<file path="src/design/mcg_pkg.sv">
package mcg_pkg;

  // Field widths of the request and result channels.
  localparam int COORD_BITS  = 12;
  localparam int RADIUS_BITS = 6;
  localparam int OUT_BITS    = 14;
  localparam int MAX_RADIUS  = 63;

  // Loop state widths, sized for a radius of at most MAX_RADIUS.
  localparam int OFS_X_BITS = 8;
  localparam int OFS_Y_BITS = 7;
  localparam int STEP_BITS  = 8;
  localparam int DEC_BITS   = 10;
  localparam int DIAM_BITS  = RADIUS_BITS + 1;

  // Request queue between the front and the back.
  localparam int Q_DEPTH    = 2;
  localparam int Q_PTR_BITS = 1;
  localparam int Q_CNT_BITS = 2;

  // One classified circle job, ready for the tracing loop.
  typedef struct packed {
    logic [COORD_BITS-1:0] cx;
    logic [COORD_BITS-1:0] cy;
    logic [DIAM_BITS-1:0]  diam;
    logic [OFS_X_BITS-1:0] ox0;
    logic [DEC_BITS-1:0]   dec0;
  } job_t;

endpackage

</file>
<file path="src/design/mcg_front.sv">
module mcg_front (
  input  logic                          clk,
  input  logic                          rst_n,
  input  logic                          in_valid,
  output logic                          in_ready,
  input  logic [mcg_pkg::COORD_BITS-1:0]  in_centre_x,
  input  logic [mcg_pkg::COORD_BITS-1:0]  in_centre_y,
  input  logic [mcg_pkg::RADIUS_BITS-1:0] in_radius,
  output logic                          push_valid,
  input  logic                          push_ready,
  output mcg_pkg::job_t                 push_data
);

  logic                           hold_valid_r;
  logic                           hold_valid_nxt;
  mcg_pkg::job_t                  job_r;
  mcg_pkg::job_t                  job_nxt;
  logic                           accept;
  logic [mcg_pkg::RADIUS_BITS-1:0] rad_sat;

  assign in_ready   = !hold_valid_r || push_ready;
  assign accept     = in_valid && in_ready;
  assign push_valid = hold_valid_r;
  assign push_data  = job_r;

  always_comb begin
    rad_sat = in_radius;
    if (in_radius > mcg_pkg::RADIUS_BITS'(mcg_pkg::MAX_RADIUS)) begin
      rad_sat = mcg_pkg::RADIUS_BITS'(mcg_pkg::MAX_RADIUS);
    end
    job_nxt.cx   = in_centre_x;
    job_nxt.cy   = in_centre_y;
    job_nxt.diam = {rad_sat, 1'b0};
    job_nxt.ox0  = mcg_pkg::OFS_X_BITS'(rad_sat) - mcg_pkg::OFS_X_BITS'(1);
    job_nxt.dec0 = mcg_pkg::DEC_BITS'(1) - mcg_pkg::DEC_BITS'({rad_sat, 1'b0});

    hold_valid_nxt = hold_valid_r;
    if (hold_valid_r && push_ready) begin
      hold_valid_nxt = 1'b0;
    end
    // A zero radius traces nothing, so it is taken and dropped here.
    if (accept) begin
      hold_valid_nxt = (rad_sat != '0);
    end
  end

  always_ff @(posedge clk) begin
    if (!rst_n) begin
      hold_valid_r <= 1'b0;
    end else begin
      hold_valid_r <= hold_valid_nxt;
    end
  end

  always_ff @(posedge clk) begin
    if (accept) begin
      job_r <= job_nxt;
    end
  end

  a_no_zero_job: assert property (@(posedge clk) disable iff (!rst_n)
    hold_valid_r |-> (job_r.diam != '0))
    else $error("front holds a job with zero radius");

endmodule

</file>
<file path="src/design/mcg_queue.sv">
module mcg_queue (
  input  logic          clk,
  input  logic          rst_n,
  input  logic          push_valid,
  output logic          push_ready,
  input  mcg_pkg::job_t push_data,
  output logic          pop_valid,
  input  logic          pop_ready,
  output mcg_pkg::job_t pop_data
);

  mcg_pkg::job_t                  slot_r [mcg_pkg::Q_DEPTH];
  logic [mcg_pkg::Q_PTR_BITS-1:0] wr_ptr_r;
  logic [mcg_pkg::Q_PTR_BITS-1:0] wr_ptr_nxt;
  logic [mcg_pkg::Q_PTR_BITS-1:0] rd_ptr_r;
  logic [mcg_pkg::Q_PTR_BITS-1:0] rd_ptr_nxt;
  logic [mcg_pkg::Q_CNT_BITS-1:0] cnt_r;
  logic [mcg_pkg::Q_CNT_BITS-1:0] cnt_nxt;
  logic                           push;
  logic                           pop;

  assign push_ready = (cnt_r != mcg_pkg::Q_CNT_BITS'(mcg_pkg::Q_DEPTH));
  assign pop_valid  = (cnt_r != '0);
  assign pop_data   = slot_r[rd_ptr_r];
  assign push       = push_valid && push_ready;
  assign pop        = pop_valid && pop_ready;

  always_comb begin
    wr_ptr_nxt = push ? wr_ptr_r + 1'b1 : wr_ptr_r;
    rd_ptr_nxt = pop ? rd_ptr_r + 1'b1 : rd_ptr_r;
    cnt_nxt    = cnt_r;
    if (push && !pop) begin
      cnt_nxt = cnt_r + 1'b1;
    end else if (pop && !push) begin
      cnt_nxt = cnt_r - 1'b1;
    end
  end

  always_ff @(posedge clk) begin
    if (!rst_n) begin
      wr_ptr_r <= '0;
      rd_ptr_r <= '0;
      cnt_r    <= '0;
    end else begin
      wr_ptr_r <= wr_ptr_nxt;
      rd_ptr_r <= rd_ptr_nxt;
      cnt_r    <= cnt_nxt;
    end
  end

  always_ff @(posedge clk) begin
    if (push) begin
      slot_r[wr_ptr_r] <= push_data;
    end
  end

  a_cnt_bound: assert property (@(posedge clk) disable iff (!rst_n)
    cnt_r <= mcg_pkg::Q_CNT_BITS'(mcg_pkg::Q_DEPTH))
    else $error("queue occupancy above its depth");

endmodule

</file>
<file path="src/design/mcg_back.sv">
module mcg_back (
  input  logic                               clk,
  input  logic                               rst_n,
  input  logic                               pop_valid,
  output logic                               pop_ready,
  input  mcg_pkg::job_t                      pop_data,
  output logic                               out_valid,
  input  logic                               out_ready,
  output logic signed [mcg_pkg::OUT_BITS-1:0] out_x_right,
  output logic signed [mcg_pkg::OUT_BITS-1:0] out_x_left,
  output logic signed [mcg_pkg::OUT_BITS-1:0] out_y_down,
  output logic signed [mcg_pkg::OUT_BITS-1:0] out_y_up,
  output logic signed [mcg_pkg::OUT_BITS-1:0] out_x_right_swapped,
  output logic signed [mcg_pkg::OUT_BITS-1:0] out_x_left_swapped,
  output logic signed [mcg_pkg::OUT_BITS-1:0] out_y_down_swapped,
  output logic signed [mcg_pkg::OUT_BITS-1:0] out_y_up_swapped,
  output logic                               out_last
);

  localparam int OB = mcg_pkg::OUT_BITS;

  // Loop state of the circle being traced.
  logic                              busy_r, busy_nxt;
  logic [mcg_pkg::COORD_BITS-1:0]    cx_r, cy_r;
  logic [mcg_pkg::DIAM_BITS-1:0]     diam_r;
  logic signed [mcg_pkg::OFS_X_BITS-1:0] ox_r, ox_nxt;
  logic [mcg_pkg::OFS_Y_BITS-1:0]    oy_r, oy_nxt;
  logic [mcg_pkg::STEP_BITS-1:0]     sx_r, sx_nxt;
  logic [mcg_pkg::STEP_BITS-1:0]     sy_r, sy_nxt;
  logic signed [mcg_pkg::DEC_BITS-1:0] dec_r, dec_nxt;

  // Result register.
  logic                out_valid_r, out_valid_nxt;
  logic signed [OB-1:0] xr_r, xl_r, yd_r, yu_r, xrs_r, xls_r, yds_r, yus_r;
  logic                last_r;

  logic                  adv;
  logic                  step;
  logic                  load;
  logic                  dec_le;
  logic                  dec1_gt;
  logic                  last_nxt;
  logic signed [mcg_pkg::DEC_BITS-1:0] dec1;
  logic signed [OB-1:0]  cx_e, cy_e, ox_e, oy_e;

  assign adv       = !out_valid_r || out_ready;
  assign step      = busy_r && adv;
  assign pop_ready = !busy_r;
  assign load      = pop_valid && !busy_r;

  assign cx_e = signed'(OB'(cx_r));
  assign cy_e = signed'(OB'(cy_r));
  assign ox_e = OB'(ox_r);
  assign oy_e = signed'(OB'(oy_r));

  always_comb begin
    dec_le = dec_r[mcg_pkg::DEC_BITS-1] || (dec_r == '0);
    oy_nxt = oy_r;
    sy_nxt = sy_r;
    dec1   = dec_r;
    if (dec_le) begin
      oy_nxt = oy_r + mcg_pkg::OFS_Y_BITS'(1);
      dec1   = dec_r + signed'(mcg_pkg::DEC_BITS'(sy_r));
      sy_nxt = sy_r + mcg_pkg::STEP_BITS'(2);
    end
    dec1_gt = !dec1[mcg_pkg::DEC_BITS-1] && (dec1 != '0);
    ox_nxt  = ox_r;
    sx_nxt  = sx_r;
    dec_nxt = dec1;
    if (dec1_gt) begin
      ox_nxt  = ox_r - mcg_pkg::OFS_X_BITS'(1);
      sx_nxt  = sx_r + mcg_pkg::STEP_BITS'(2);
      dec_nxt = dec1 + signed'(mcg_pkg::DEC_BITS'(sx_nxt))
              - signed'(mcg_pkg::DEC_BITS'(diam_r));
    end
    last_nxt = ox_nxt < signed'({1'b0, oy_nxt});

    busy_nxt = busy_r;
    if (load) begin
      busy_nxt = 1'b1;
    end else if (step && last_nxt) begin
      busy_nxt = 1'b0;
    end

    out_valid_nxt = out_valid_r;
    if (step) begin
      out_valid_nxt = 1'b1;
    end else if (out_ready) begin
      out_valid_nxt = 1'b0;
    end
  end

  always_ff @(posedge clk) begin
    if (!rst_n) begin
      busy_r      <= 1'b0;
      out_valid_r <= 1'b0;
    end else begin
      busy_r      <= busy_nxt;
      out_valid_r <= out_valid_nxt;
    end
  end

  always_ff @(posedge clk) begin
    if (load) begin
      cx_r   <= pop_data.cx;
      cy_r   <= pop_data.cy;
      diam_r <= pop_data.diam;
      ox_r   <= signed'(pop_data.ox0);
      oy_r   <= '0;
      sx_r   <= mcg_pkg::STEP_BITS'(1);
      sy_r   <= mcg_pkg::STEP_BITS'(1);
      dec_r  <= signed'(pop_data.dec0);
    end else if (step) begin
      ox_r  <= ox_nxt;
      oy_r  <= oy_nxt;
      sx_r  <= sx_nxt;
      sy_r  <= sy_nxt;
      dec_r <= dec_nxt;
    end
  end

  always_ff @(posedge clk) begin
    if (step) begin
      xr_r   <= cx_e + ox_e;
      xl_r   <= cx_e - ox_e;
      yd_r   <= cy_e + oy_e;
      yu_r   <= cy_e - oy_e;
      xrs_r  <= cx_e + oy_e;
      xls_r  <= cx_e - oy_e;
      yds_r  <= cy_e + ox_e;
      yus_r  <= cy_e - ox_e;
      last_r <= last_nxt;
    end
  end

  assign out_valid           = out_valid_r;
  assign out_x_right         = xr_r;
  assign out_x_left          = xl_r;
  assign out_y_down          = yd_r;
  assign out_y_up            = yu_r;
  assign out_x_right_swapped = xrs_r;
  assign out_x_left_swapped  = xls_r;
  assign out_y_down_swapped  = yds_r;
  assign out_y_up_swapped    = yus_r;
  assign out_last            = last_r;

  a_loop_invariant: assert property (@(posedge clk) disable iff (!rst_n)
    busy_r |-> (ox_r >= signed'({1'b0, oy_r})))
    else $error("loop running with x offset below y offset");

  a_steps_odd: assert property (@(posedge clk) disable iff (!rst_n)
    busy_r |-> (sx_r[0] && sy_r[0]))
    else $error("step increments lost their odd parity");

  a_last_ends: assert property (@(posedge clk) disable iff (!rst_n)
    (step && last_nxt) |=> (!busy_r && out_valid_r && out_last))
    else $error("final result did not end the circle");

endmodule

</file>
<file path="src/design/midpoint_circle_generator_unit.sv">
// Results: a circle of radius r gives about r/sqrt(2)+1 results, one per cycle while
// the receiver takes them, once the request has passed the front stage and the queue
// and been loaded into the tracing loop; the single tracing loop in the back sets
// this rate. A zero-radius request is taken by the front and gives no result.
// Reset (rst_n low, synchronous) empties the front stage, the queue, the tracing loop
// and the result register; no memory needs clearing.
module midpoint_circle_generator_unit (
  input  logic                                 clk,
  input  logic                                 rst_n,
  input  logic                                 in_valid,
  output logic                                 in_ready,
  input  logic [mcg_pkg::COORD_BITS-1:0]        in_centre_x,
  input  logic [mcg_pkg::COORD_BITS-1:0]        in_centre_y,
  input  logic [mcg_pkg::RADIUS_BITS-1:0]       in_radius,
  output logic                                 out_valid,
  input  logic                                 out_ready,
  output logic signed [mcg_pkg::OUT_BITS-1:0]  out_x_right,
  output logic signed [mcg_pkg::OUT_BITS-1:0]  out_x_left,
  output logic signed [mcg_pkg::OUT_BITS-1:0]  out_y_down,
  output logic signed [mcg_pkg::OUT_BITS-1:0]  out_y_up,
  output logic signed [mcg_pkg::OUT_BITS-1:0]  out_x_right_swapped,
  output logic signed [mcg_pkg::OUT_BITS-1:0]  out_x_left_swapped,
  output logic signed [mcg_pkg::OUT_BITS-1:0]  out_y_down_swapped,
  output logic signed [mcg_pkg::OUT_BITS-1:0]  out_y_up_swapped,
  output logic                                 out_last
);

  // The front takes each request transaction, works out the diameter, the first
  // x offset and the first decision value, and drops zero-radius requests.
  logic          fq_valid;
  logic          fq_ready;
  mcg_pkg::job_t fq_data;

  // The queue lets the front keep taking requests while the back traces a circle.
  logic          qb_valid;
  logic          qb_ready;
  mcg_pkg::job_t qb_data;

  mcg_front u_front (
    .clk         (clk),
    .rst_n       (rst_n),
    .in_valid    (in_valid),
    .in_ready    (in_ready),
    .in_centre_x (in_centre_x),
    .in_centre_y (in_centre_y),
    .in_radius   (in_radius),
    .push_valid  (fq_valid),
    .push_ready  (fq_ready),
    .push_data   (fq_data)
  );

  mcg_queue u_queue (
    .clk        (clk),
    .rst_n      (rst_n),
    .push_valid (fq_valid),
    .push_ready (fq_ready),
    .push_data  (fq_data),
    .pop_valid  (qb_valid),
    .pop_ready  (qb_ready),
    .pop_data   (qb_data)
  );

  // The back runs the midpoint loop, one step per result transaction, and
  // holds each result in an output register until it is taken.
  mcg_back u_back (
    .clk                 (clk),
    .rst_n               (rst_n),
    .pop_valid           (qb_valid),
    .pop_ready           (qb_ready),
    .pop_data            (qb_data),
    .out_valid           (out_valid),
    .out_ready           (out_ready),
    .out_x_right         (out_x_right),
    .out_x_left          (out_x_left),
    .out_y_down          (out_y_down),
    .out_y_up            (out_y_up),
    .out_x_right_swapped (out_x_right_swapped),
    .out_x_left_swapped  (out_x_left_swapped),
    .out_y_down_swapped  (out_y_down_swapped),
    .out_y_up_swapped    (out_y_up_swapped),
    .out_last            (out_last)
  );

endmodule

</file>
<file path="config.mk">
export PLATFORM = sky130hd
export DESIGN_NAME = midpoint_circle_generator_unit
export DESIGN_NICKNAME = d
export VERILOG_FILES = /design/src/design/mcg_pkg.sv /design/src/design/mcg_front.sv /design/src/design/mcg_queue.sv /design/src/design/mcg_back.sv /design/src/design/midpoint_circle_generator_unit.sv
export SDC_FILE = /design/constraint.sdc
export NUM_CORES = 1
export LEC_CHECK = 0
export ABC_AREA = 0
export BUFFER_PORTS_ARGS = -buffer_cell sky130_fd_sc_hd__buf_2
export CAP_MARGIN = 20
export CELL_PAD_IN_SITES_DETAIL_PLACEMENT = 0
export CELL_PAD_IN_SITES_GLOBAL_PLACEMENT = 2
export CORE_ASPECT_RATIO = 0.6
export CORE_UTILIZATION = 43
export CTS_BUF_LIST = sky130_fd_sc_hd__clkbuf_8
export DETAILED_ROUTE_END_ITERATION = 8
export GPL_TIMING_DRIVEN = 0
export PLACE_DENSITY = 0.82
export SYNTH_ARGS = -nofsm -noshare
export SYNTH_HDL_FRONTEND = slang
export SYNTH_SLANG_ARGS = --single-unit
</file>
<file path="constraint.sdc">
create_clock -name clk -period 6.3 [get_ports clk]
set_input_delay 1.26 -clock clk [delete_from_list [all_inputs] [get_ports clk]]
set_output_delay 1.26 -clock clk [all_outputs]
set_load 0.005 [all_outputs]
</file>
== Word-level counts from Yosys, hierarchy flattened ==
Memory sizes are Yosys's and may differ from the RTL's. A register that Yosys moved wholly into a read port is not among the register bits.
Index checks and enable logic that the tools add are counted.

* Register bits after elaboration: 240
* Bits in latches: 0
* RAM bits: 96
* ROM bits: 0
* Bits of input ports: 34
* Memories: 1

* $add $sub $neg: 21
* $mul: 0
* Divide/modulo/power cells: 0
* Order comparisons: 2
* Equality and inequality tests: 1
* Shift operators: 0
* Mux-type cells: 21
* Bitwise gates (word level): 0
* Reduce and logical (&&, ||, !) cells: 28

{| class="wikitable"
|+ Memories
! memory !! words !! width !! rd ports !! clocked after Yosys merged registers in !! wr ports !! line !! text
|-
| u_queue.slot_r || 2 || 48 || 1 || 1 || 1 || mcg_queue.sv:12 || <nowiki>mcg_pkg::job_t slot_r [mcg_pkg::Q_DEPTH];</nowiki>
|}

{| class="wikitable"
|+ Operator list
! kind !! count
|-
| $mux W10 || 4
|-
| $add A13 B8 Y14 || 2
|-
| $sub A13 B8 Y14 || 2
|-
| $add A12 B7 Y13 || 2
|-
| $sub A12 B7 Y13 || 2
|-
| $mux W8 || 3
|-
| $add A10 B9 Y10 || 2
|-
| $add A8 B2 Y8 const B || 2
|-
| $reduce_bool A2 Y1 || 6
|-
| $logic_not A10 Y1 || 1
|-
| $mux W1 || 10
|-
| $reduce_bool A10 Y1 || 1
|-
| $sub A10 B8 Y10 || 1
|-
| $logic_and A1 B1 Y1 || 8
|-
| $lt A8 B8 Y1 || 1
|-
| $sub A1 B7 Y8 const A || 1
|-
| $sub A8 B2 Y8 const B || 1
|-
| $add A7 B1 Y7 const B || 1
|-
| $mux W7 || 1
|-
| $sub A6 B1 Y7 const B || 1
|-
| $gt A6 B6 Y1 const B || 1
|-
| $logic_not A1 Y1 || 6
|-
| $mux W6 || 1
|-
| $reduce_bool A6 Y1 || 1
|-
| 7 further kinds || 12
|}

== Longest topological paths before layout ==
Gate-level depths: netlist (run 1).

* Depth in word-level cells: 10
* Depth in mapped cells: 23
* Gate-level depth less buffers: 22

== Cells and area by module ==
A second synthesis (run 1) with hierarchy kept.

* Cells, all modules: 1285
* Area, all modules: 16464.5 um^2

{| class="wikitable"
|+ By module, submodules not included
! module !! instances !! cells an instance !! area an instance (um^2) !! seq. area each (um^2)
|-
| mcg_back || 1 || 1024 || 11114.4 || 5084.9
|-
| mcg_queue || 1 || 176 || 3771.1 || 3042.9
|-
| mcg_front || 1 || 85 || 1579.0 || 1311.3
|}

== Worst setup path after synthesis (run 1) ==
Ideal clock, no wire load.

* Path kind: register to register
* Start: reg u_back.dec_r[0] (netlist bit)
* End: reg u_back.busy_r
* Arrival time: 4531 ps
* Data required time: 6119 ps
* Path slack: 1587 ps
* Stages on the path, launching flop included: 24
* Buffers on the path: 1
* Period minus slack after synthesis: 4713 ps
* Path through: edfxtp_1 > fa_1 > a211oi_1 > o21ai_0 > a21oi_1 > nor2b_1 > o21ai_0 > xor2_1 > ha_1 > nor4bb_1 > o21ai_0 > o21a_1 > buf_6 > nand2_1 > xnor2_1 > ha_1 > o21a_1 > o21a_1 > o21a_1 > o21a_1 > o311ai_0 > nor4_1 > o311ai_4 > a21oi_2

* Longest elaborated chain between the ends: 9

{| class="wikitable"
|+ Ends and longest elaborated chain
! what !! line !! text
|-
| start: declaration || mcg_back.sv:30 || <nowiki>logic signed [mcg_pkg::DEC_BITS-1:0] dec_r, dec_nxt;</nowiki>
|-
| start signal: assignment || mcg_back.sv:112 || <nowiki>dec_r <= signed'(pop_data.dec0);</nowiki>
|-
| start signal: assignment || mcg_back.sv:118 || <nowiki>dec_r <= dec_nxt;</nowiki>
|-
| branches (longest 6 deep; another with $add A10 B9 Y10) || n/a ||
|-
| $lt A8 B8 Y1 (*) || mcg_back.sv:76 || <nowiki>last_nxt = ox_nxt < signed'({1'b0, oy_nxt});</nowiki>
|-
| net u_back.last_nxt || mcg_back.sv:42 || <nowiki>logic last_nxt;</nowiki>
|-
| $logic_and A1 B1 Y1 (*) || mcg_back.sv:81 || <nowiki>end else if (step && last_nxt) begin</nowiki>
|-
| $reduce_bool A2 Y1 (no source line) (*) || n/a ||
|-
| end signal: assignment || mcg_back.sv:98 || <nowiki>busy_r <= busy_nxt;</nowiki>
|-
| end: declaration || mcg_back.sv:23 || <nowiki>logic busy_r, busy_nxt;</nowiki>
|}

Mark *: on every way through the listed nets, which the timed path passes.
A chain may end at the register's enable or synchronous reset.

== Worst setup path after layout (run 1) ==
Ends and elaborated chain as after synthesis.

==> metrics.md, run 1 <==
| Metric | Value |
|---|---|
| Highest-delay cell along the critical path | `edfxtp_1` |
| Crit-path max cell delay | `0.51 ns` |
| WP data required | `just under 7 ns` |
| Hold_sp | `u_front.push_data[37]$_DFFE_PP_` |
| Final Hold Fails | `0` |
| GR met1 Demand/Resource | `about a third` |
| Die area | `around 37000 µm²` |
| Clk_skew | `about 0.029 ns` |
| Peak Freq | `around 170 MHz` |
| RR Endpoint | `u_back.busy_r$_SDFFE_PN0P_` |
| Startpoint class of the critical path | `flop` |
| Worst r2r path cells | `23` |
| Final min period | `between 5 and 6 ns` |
| Final slew viol count | `0` |
| Cell count after synthesis | `~1300` |
| CTS root buf | `clkbuf_8` |
| Largest net degree at the start of global routing | `79` |
| DIE WIDTH | `249 µm` |
| # DRC | `0` |
| Commonest non-fill, non-tap cell in the layout | `edfxtp_1` |
| Post-synth EDFFs | `282` |
| Hold endpoint | `u_queue.slot_r[1][36]$_DFFE_PP_` |
| Max Cap Viol | `0` |
| Vias in the first global route | `around 9500` |
| N_diodes | `0` |
| Share of post-route cells with drive strength above 1 | `a little under a fifth` |
| HPWL Detailed | `approximately 28000 µm` |
| CTS H-tree lvls | `2` |
| Status | `finished clean` |
| R2r setup slk | `between 0.4 and 0.5 ns` |
| Vias | `9998` |
| Initial antenna violation count | `0` |
| Vias/cell | `between 5 and 6` |
| Row cnt | `53` |
| Grt met2 use | `~25%` |
| RSZ-0062 raised after global routing | `no` |
| I/O Buffers | `about 150` |
| Worst-skew pair later-pin latency | `about 0.6 ns` |
| Commonest cells after routing, fill and taps aside | `edfxtp_1, buf_2, ha_1` |
| Clock-pin slew on the worst setup and hold paths | `about 0.07 ns` |
| RePlAce Congestion | `between 0.9 and 1` |
| Worst Max-Slew Pin Slew | `0.7813 ns` |
| Hold Crit Class | `flop to flop` |
| Arr. time, crit path | `roughly 6.3 ns` |
| Critical path's top delay family | `compound AO/OA/AOI/OAI gates` |
| # setup viols final | `0` |
| Synth Register Bits | `slightly above 300` |
| Unique cell type count in the Yosys netlist | `between 60 and 70` |
| Synth Warn # | `0` |
| Post-synth ARST share | `0%` |
| Pleak | `between 6 and 7 nW` |
| Syn Std Cell Area | `around 16000 µm²` |
| Top_reg_cell synth | `edfxtp_1` |
| Power per cell area | `between 500 and 600 nW/µm²` |
| Number of routed nets with antenna violations | `0` |
| Max transition margin | `47.86%` |
| Met3 Track Usage GR | `between 4 and 5%` |
| Die Height | `approximately 150 µm` |
| Avg Synthesized Cell Area | `roughly 13 µm²` |
| Drt total wl | `between 30000 and 40000 µm` |
| Reg2reg start | `u_back.dec_r[0]$_SDFFCE_PP1P_` |
| Gr ovfl total | `0` |
| Sequential area share after synthesis | `57.49%` |
| Worst Path Buf+Inv | `1` |
| Global route hottest layer | `met1` |
| Total track usage | `19.93%` |
| Yosys top cell by area | `edfxtp_1` |
| CTS tree | `built` |
| CTS Buf Count | `47` |
| Yosys top cell area share | `between 50% and 60%` |
| Period utilization | `between 90% and 100%` |
| Top post-synthesis cells by area | `edfxtp_1, ha_1, xnor2_1` |
| Crit-path max FO | `10` |
| Clk sinks | `311` |
| IO Count | `~150` |
| Synth-to-layout area growth | `15.06%` |
| Worst hold path depth | `0` |
| Worst vdd ir | `roughly 230 µV` |
| CP most frequent cell | `o21a_1` |
| NumNets Final | `approximately 1600` |
| First-pass GRT wire length | `56100 µm` |
| Post-Route Utilization | `50.95%` |
| Crit Path Class | `flop to flop` |
| Setup TNS | `0 ns` |
| Clock buffer depth | `3` |
| Critical Path End Type | `flop` |
| Starting Density | `approximately 44%` |
| DRT Pass-1 Iters | `5` |
| WL per Instance | `18.91 µm` |
| Crit-path cells | `fa_1, a211oi_1, o21ai_0, a21oi_1, nor2b_1, o21ai_0, xor2_1, ha_1, nor4bb_1, o21ai_1, o21a_1, buf_6, nand2_1, xnor2_1, ha_1, o21a_1, o21a_1, o21a_1, o21a_1, o311ai_0, nor4_2, o311ai_4, a21oi_2` |
| Initial DRC Count | `roughly 700` |
| Core ar. | `35540 µm²` |
-- metrics by stage --
step / instance area, µm² / power, mW / hold slack, ns / setup slack, ns / std cells
2_1_floorplan: 15740 / 7.066 / 0.4215 / 1.587 / 1253
6_report: 18110 / 10.37 / 0.4449 / 0.4538 / 1958
5_1_grt: 18110 / 11.16 / 0.4547 / 0.08044 / 1958
4_1_cts: 18100 / 10.41 / 0.4466 / 0.1306 / 1957
3_5_place_dp: 17180 / 8.717 / 0.4307 / 0.2063 / 1871
3_3_place_gp: 17050 / 8.658 / 0.4226 / 0.1116 / 1865
-- power by group --
group          leakage (nW)  switching [mW]  internal [mW]
Sequential             2.87           0.447           3.25
Combinational          3.59            2.92           2.10
Clock                 0.507           0.810          0.841
Total                  6.97            4.17           6.19
-- sequential cells by signal, summed over array words and instances (netlist names), 8 cells and up, named ones only --
signal	count
u_back.cy_r	12
u_back.out_y_down_swapped	13
u_back.out_x_left_swapped	13
u_back.out_x_right	13
u_back.dec_r	10
u_queue.slot_r	86
u_back.out_x_left	14
u_front.push_data	43
u_back.out_x_right_swapped	12
u_back.out_y_up_swapped	14
u_back.out_y_up	13
u_back.ox_r	8
u_back.out_y_down	12
u_back.cx_r	12
-- metal layers --
layer | up-vias | routed length [µm]
met5 | - | 0
met1 | 4764 | 20590
li1 | 4913 | -
met3 | 45 | 2640
met2 | 276 | 13310
met4 | 0 | 499
-- synth_stat cells, drive strengths merged (22+ instances only) --
cell and number:
xor2 38, nand3 22, nand2 46, edfxtp 282, nor3 22, nor2 81, clkbuf 25, xnor2 86
a21oi 84, mux2 33, nor2b 28, inv 97, dfxtp 29, o21ai 52, ha 111
-- timing repair --
item | 4_1_cts | 5_1_grt
hold buffers | 0 | 0
setup endpoints to repair | 0 | 2
buffers inserted | 0 | 1
gates resized for setup | 0 | 2
-- worst reg2reg max path, delay by kind of cell (launching register included) --
family | cells | cell delay, ns
AO/OA/AOI/OAI | 13 | 3.01
AND/OR/NAND/NOR | 4 | 0.43
adder cells (fa/ha/maj) | 3 | 1.08
XOR/XNOR | 2 | 0.49
flip-flops | 1 | 0.51
buffers and inverters | 1 | 0.19
-- final cells by class --
class | count | area [µm²]
fillers | 3133 | 17430
flip-flops and latches | 311 | 9049
multi-input cells | 803 | 6137
repair buffers | 152 | 845.8
clock buffers | 48 | 660.6
well taps | 467 | 584.3
inverters | 98 | 370.4
clock inverters | 38 | 255.2
plain buffers | 41 | 207.7
-- cell families after synthesis --
| logic type | count (synthesis) | share of synthesized area (%) |
|---|---|---|
| AO/OA/AOI/OAI | 232 | 9.332 |
| multiplexers | 43 | 2.997 |
| flip-flops | 311 | 57.49 |
| adder cells (fa/ha/maj) | 126 | 10.73 |
| XOR/XNOR | 124 | 6.900 |
| other | 1 | 0.02382 |
| buffers and inverters | 139 | 3.649 |
| AND/OR/NAND/NOR | 276 | 8.879 |
-- worst max path at each step --
stage	from	endpoint	slack (ns)	cells past startpoint
6_report	u_back.dec_r[0]$_SDFFCE_PP1P_	u_back.busy_r$_SDFFE_PN0P_	0.45	23
5_1_grt	u_back.dec_r[0]$_SDFFCE_PP1P_	u_back.busy_r$_SDFFE_PN0P_	0.08	23
4_1_cts	u_back.dec_r[0]$_SDFFCE_PP1P_	u_back.out_last$_DFFE_PP_	0.13	22
3_5_place_dp	u_back.dec_r[0]$_SDFFCE_PP1P_	u_back.out_last$_DFFE_PP_	0.21	22
3_3_place_gp	u_back.dec_r[0]$_SDFFCE_PP1P_	u_back.out_last$_DFFE_PP_	0.11	22
2_1_floorplan	u_back.dec_r[0]$_SDFFCE_PP1P_	u_back.busy_r$_SDFFE_PN0P_	1.59	23
(Power assumes the default switching activity.)
==> inputs of run 2 (changes only) <==
Settings changed: CORE_ASPECT_RATIO 0.6 to default.
==> run 2 against run 1 <==
Against the previous run: the run now ends with DRC left; combinational power is 2% lower; clock skew is 0.0042 ns higher; critical path type unchanged; via count is 2.3% lower; worst setup slack worse by 0.12 ns; critical endpoint is now u_back.out_last$_DFFE_PP_; largest cell class unchanged; wire length shrank 11%.
==> metrics.md, run 2 (same netlist as run 1, synthesis figures left out) <==
| Metric | Value |
|---|---|
| Share of post-route cells with drive strength above 1 | `19.05%` |
| DRT Pass-1 Iters | `6` |
| RR Endpoint | `u_back.out_last$_DFFE_PP_` |
| Post-Route M1 WL | `between 15000 and 20000 µm` |
| WL met3 | `1459 µm` |
| P_sw | `4.028 mW` |
| Largest net degree at the start of global routing | `80` |
| Pleak | `7.016 nW` |
| Reg2reg start | `u_back.dec_r[0]$_SDFFCE_PP1P_` |
| Drt total wl | `roughly 33000 µm` |
| Synth-to-layout area growth | `15.53%` |
| Commonest non-fill, non-tap cell in the layout | `edfxtp_1` |
| Vias in the first global route | `roughly 9600` |
| NumNets Final | `1615` |
| Total track usage | `between 15 and 20%` |
| Most flop-heavy register | `u_queue.slot_r` |
| I/O Buffers | `between 100 and 150` |
| Crit Path Class | `flop to flop` |
| Clk_skew | `between 0.03 and 0.04 ns` |
| # setup viols final | `0` |
| CTS H-tree lvls | `2` |
| Starting Density | `a little over two fifths` |
| Crit-path max FO | `10` |
| Clock network power share | `16.8%` |
| Final min period | `a little under 6 ns` |
| First-pass GRT wire length | `around 52000 µm` |
| DIE WIDTH | `193.3 µm` |
| Sw Share | `about two fifths` |
| Vias/cell | `between 4 and 5` |
| # DRC | `16` |
| RSZ-0062 raised after global routing | `no` |
| Hold_sp | `u_front.push_data[23]$_DFFE_PP_` |
| Peak Freq | `167.7 MHz` |
| Period utilization | `94.65%` |
| Die Height | `193.3 µm` |
| WP data required | `around 6.6 ns` |
| Max transition margin | `approximately 27%` |
| CTS Buf Count | `51` |
| Setup TNS | `0 ns` |
| Gates resized, CTS repair | `0` |
| Arr. time, crit path | `~6.3 ns` |
| Max Cap Viol | `0` |
| R2r setup slk | `0.34 ns` |
| Worst Max-Slew Pin Slew | `approximately 1.1 ns` |
| Clock buffer depth | `3` |
| Violated checks | `DRC` |
| Critical Path End Type | `flop` |
| Final Hold Fails | `0` |
| Die area | `37370 µm²` |
| Power per cell area | `roughly 560 nW/µm²` |
| Initial DRC Count | `440` |
| Top Layer Used | `met4` |
| Flop pwr share | `35.4%` |
| Final slew viol count | `0` |
| Hold Crit Class | `flop to flop` |
| Status | `finished, violations left` |
| N_diodes | `0` |
| Commonest cells after routing, fill and taps aside | `edfxtp_1, buf_2, ha_1` |
| IO Count | `around 150` |
| CTS root buf | `clkbuf_8` |
| Largest register FFs | `86` |
| Internal | `about 6.2 mW` |
| Vias | `just under 10000` |
| Crit path launch | `u_back.dec_r[0]$_SDFFCE_PP1P_` |
| Worst vdd ir | `roughly 240 µV` |
| Worst-skew pair later-pin latency | `0.64 ns` |
| Setup bufs post-CTS | `0` |
| HPWL Detailed | `around 25000 µm` |
| Core ar. | `35830 µm²` |
| RePlAce Congestion | `just over 0.8` |
| Row cnt | `a little under 70` |
| Worst r2r path cells | `22` |
| Number of routed nets with antenna violations | `0` |
| CTS tree | `built` |
| Initial antenna violation count | `0` |
| Setup crit end | `u_back.out_last$_DFFE_PP_` |
| Startpoint class of the critical path | `flop` |
| Met2 routed WL | `between 10000 and 15000 µm` |
| Clk sinks | `about 310` |
| Post-cts hold buffer count | `0` |
| Gr ovfl total | `0` |
| Clock-pin slew on the worst setup and hold paths | `0.06 ns` |
| WL per Instance | `around 17 µm` |
| Logic gate share of total power | `a little under half` |
| Pwr Total | `~10 mW` |
run 2: power by group through the flow:
stage / Sequential (mW) / Combinational, mW / Clock [mW]
5_1_grt: 3.71 / 5.51 / 1.86
4_1_cts: 3.65 / 4.96 / 1.78
3_5_place_dp: 3.69 / 4.94 / 0
2_1_floorplan: 3.60 / 3.47 / 0
3_3_place_gp: 3.70 / 4.84 / 0
6_report: 3.64 / 4.91 / 1.72
run 2: worst max-delay path, cell delays in order, from the launching register on:
cell,delay (ns)
edfxtp_1,0.49
fa_1,0.50
a211oi_1,0.34
o21ai_0,0.20
a21oi_1,0.17
nor2b_1,0.06
o21ai_0,0.19
xor2_1,0.35
ha_1,0.24
nor4bb_1,0.32
o21ai_0,0.26
o21a_1,0.28
buf_6,0.17
nand2_1,0.07
xnor2_1,0.11
ha_1,0.32
o21a_1,0.12
o21a_1,0.11
o21a_1,0.11
o21a_1,0.15
o311ai_0,0.15
nor4_1,0.72
o311ai_4,0.23
run 2: area by class of cell:
class	count	area, µm²
Fill cell	3128	17640
Clock buffer	55	757.0
Multi-Input combinational cell	803	6131
Tap cell	461	576.8
Timing Repair Buffer	149	828.3
Sequential cell	311	9049
Clock inverter	39	265.3
Inverter	98	370.4
Buffer	41	207.7
run 2: metal layers:
metal  GRT usage, %  vias to the layer above
li1               -                     4921
met1          25.73                     4561
met2          27.94                      252
met3          3.033                       34
met4          5.719                        0
met5              0                        -
run 2: worst min-delay path by stage:
stage | slack [ns] | cells past startpoint | to
after floorplan | 0.42 | 0 | u_queue.slot_r[0][10]$_DFFE_PP_
after global placement | 0.43 | 0 | u_queue.slot_r[0][11]$_DFFE_PP_
after detailed placement | 0.43 | 0 | u_queue.slot_r[0][37]$_DFFE_PP_
after CTS | 0.44 | 0 | u_queue.slot_r[1][22]$_DFFE_PP_
after global routing | 0.45 | 0 | u_queue.slot_r[1][37]$_DFFE_PP_
final | 0.44 | 0 | u_queue.slot_r[1][22]$_DFFE_PP_
run 2: stage by stage:
step	hold WS, ns	worst slack [ns]	instances	instance area, µm²	util (%)
final	0.4383	0.3370	1957	18180	50.76
after global routing	0.4474	0.009295	1957	18180	50.76
after CTS	0.4404	0.3587	1957	18180	50.76
after detailed placement	0.4297	0.4122	1863	17160	47.90
after global placement	0.4260	0.4298	1859	17050	47.58
after floorplan	0.4215	1.587	1253	15740	-
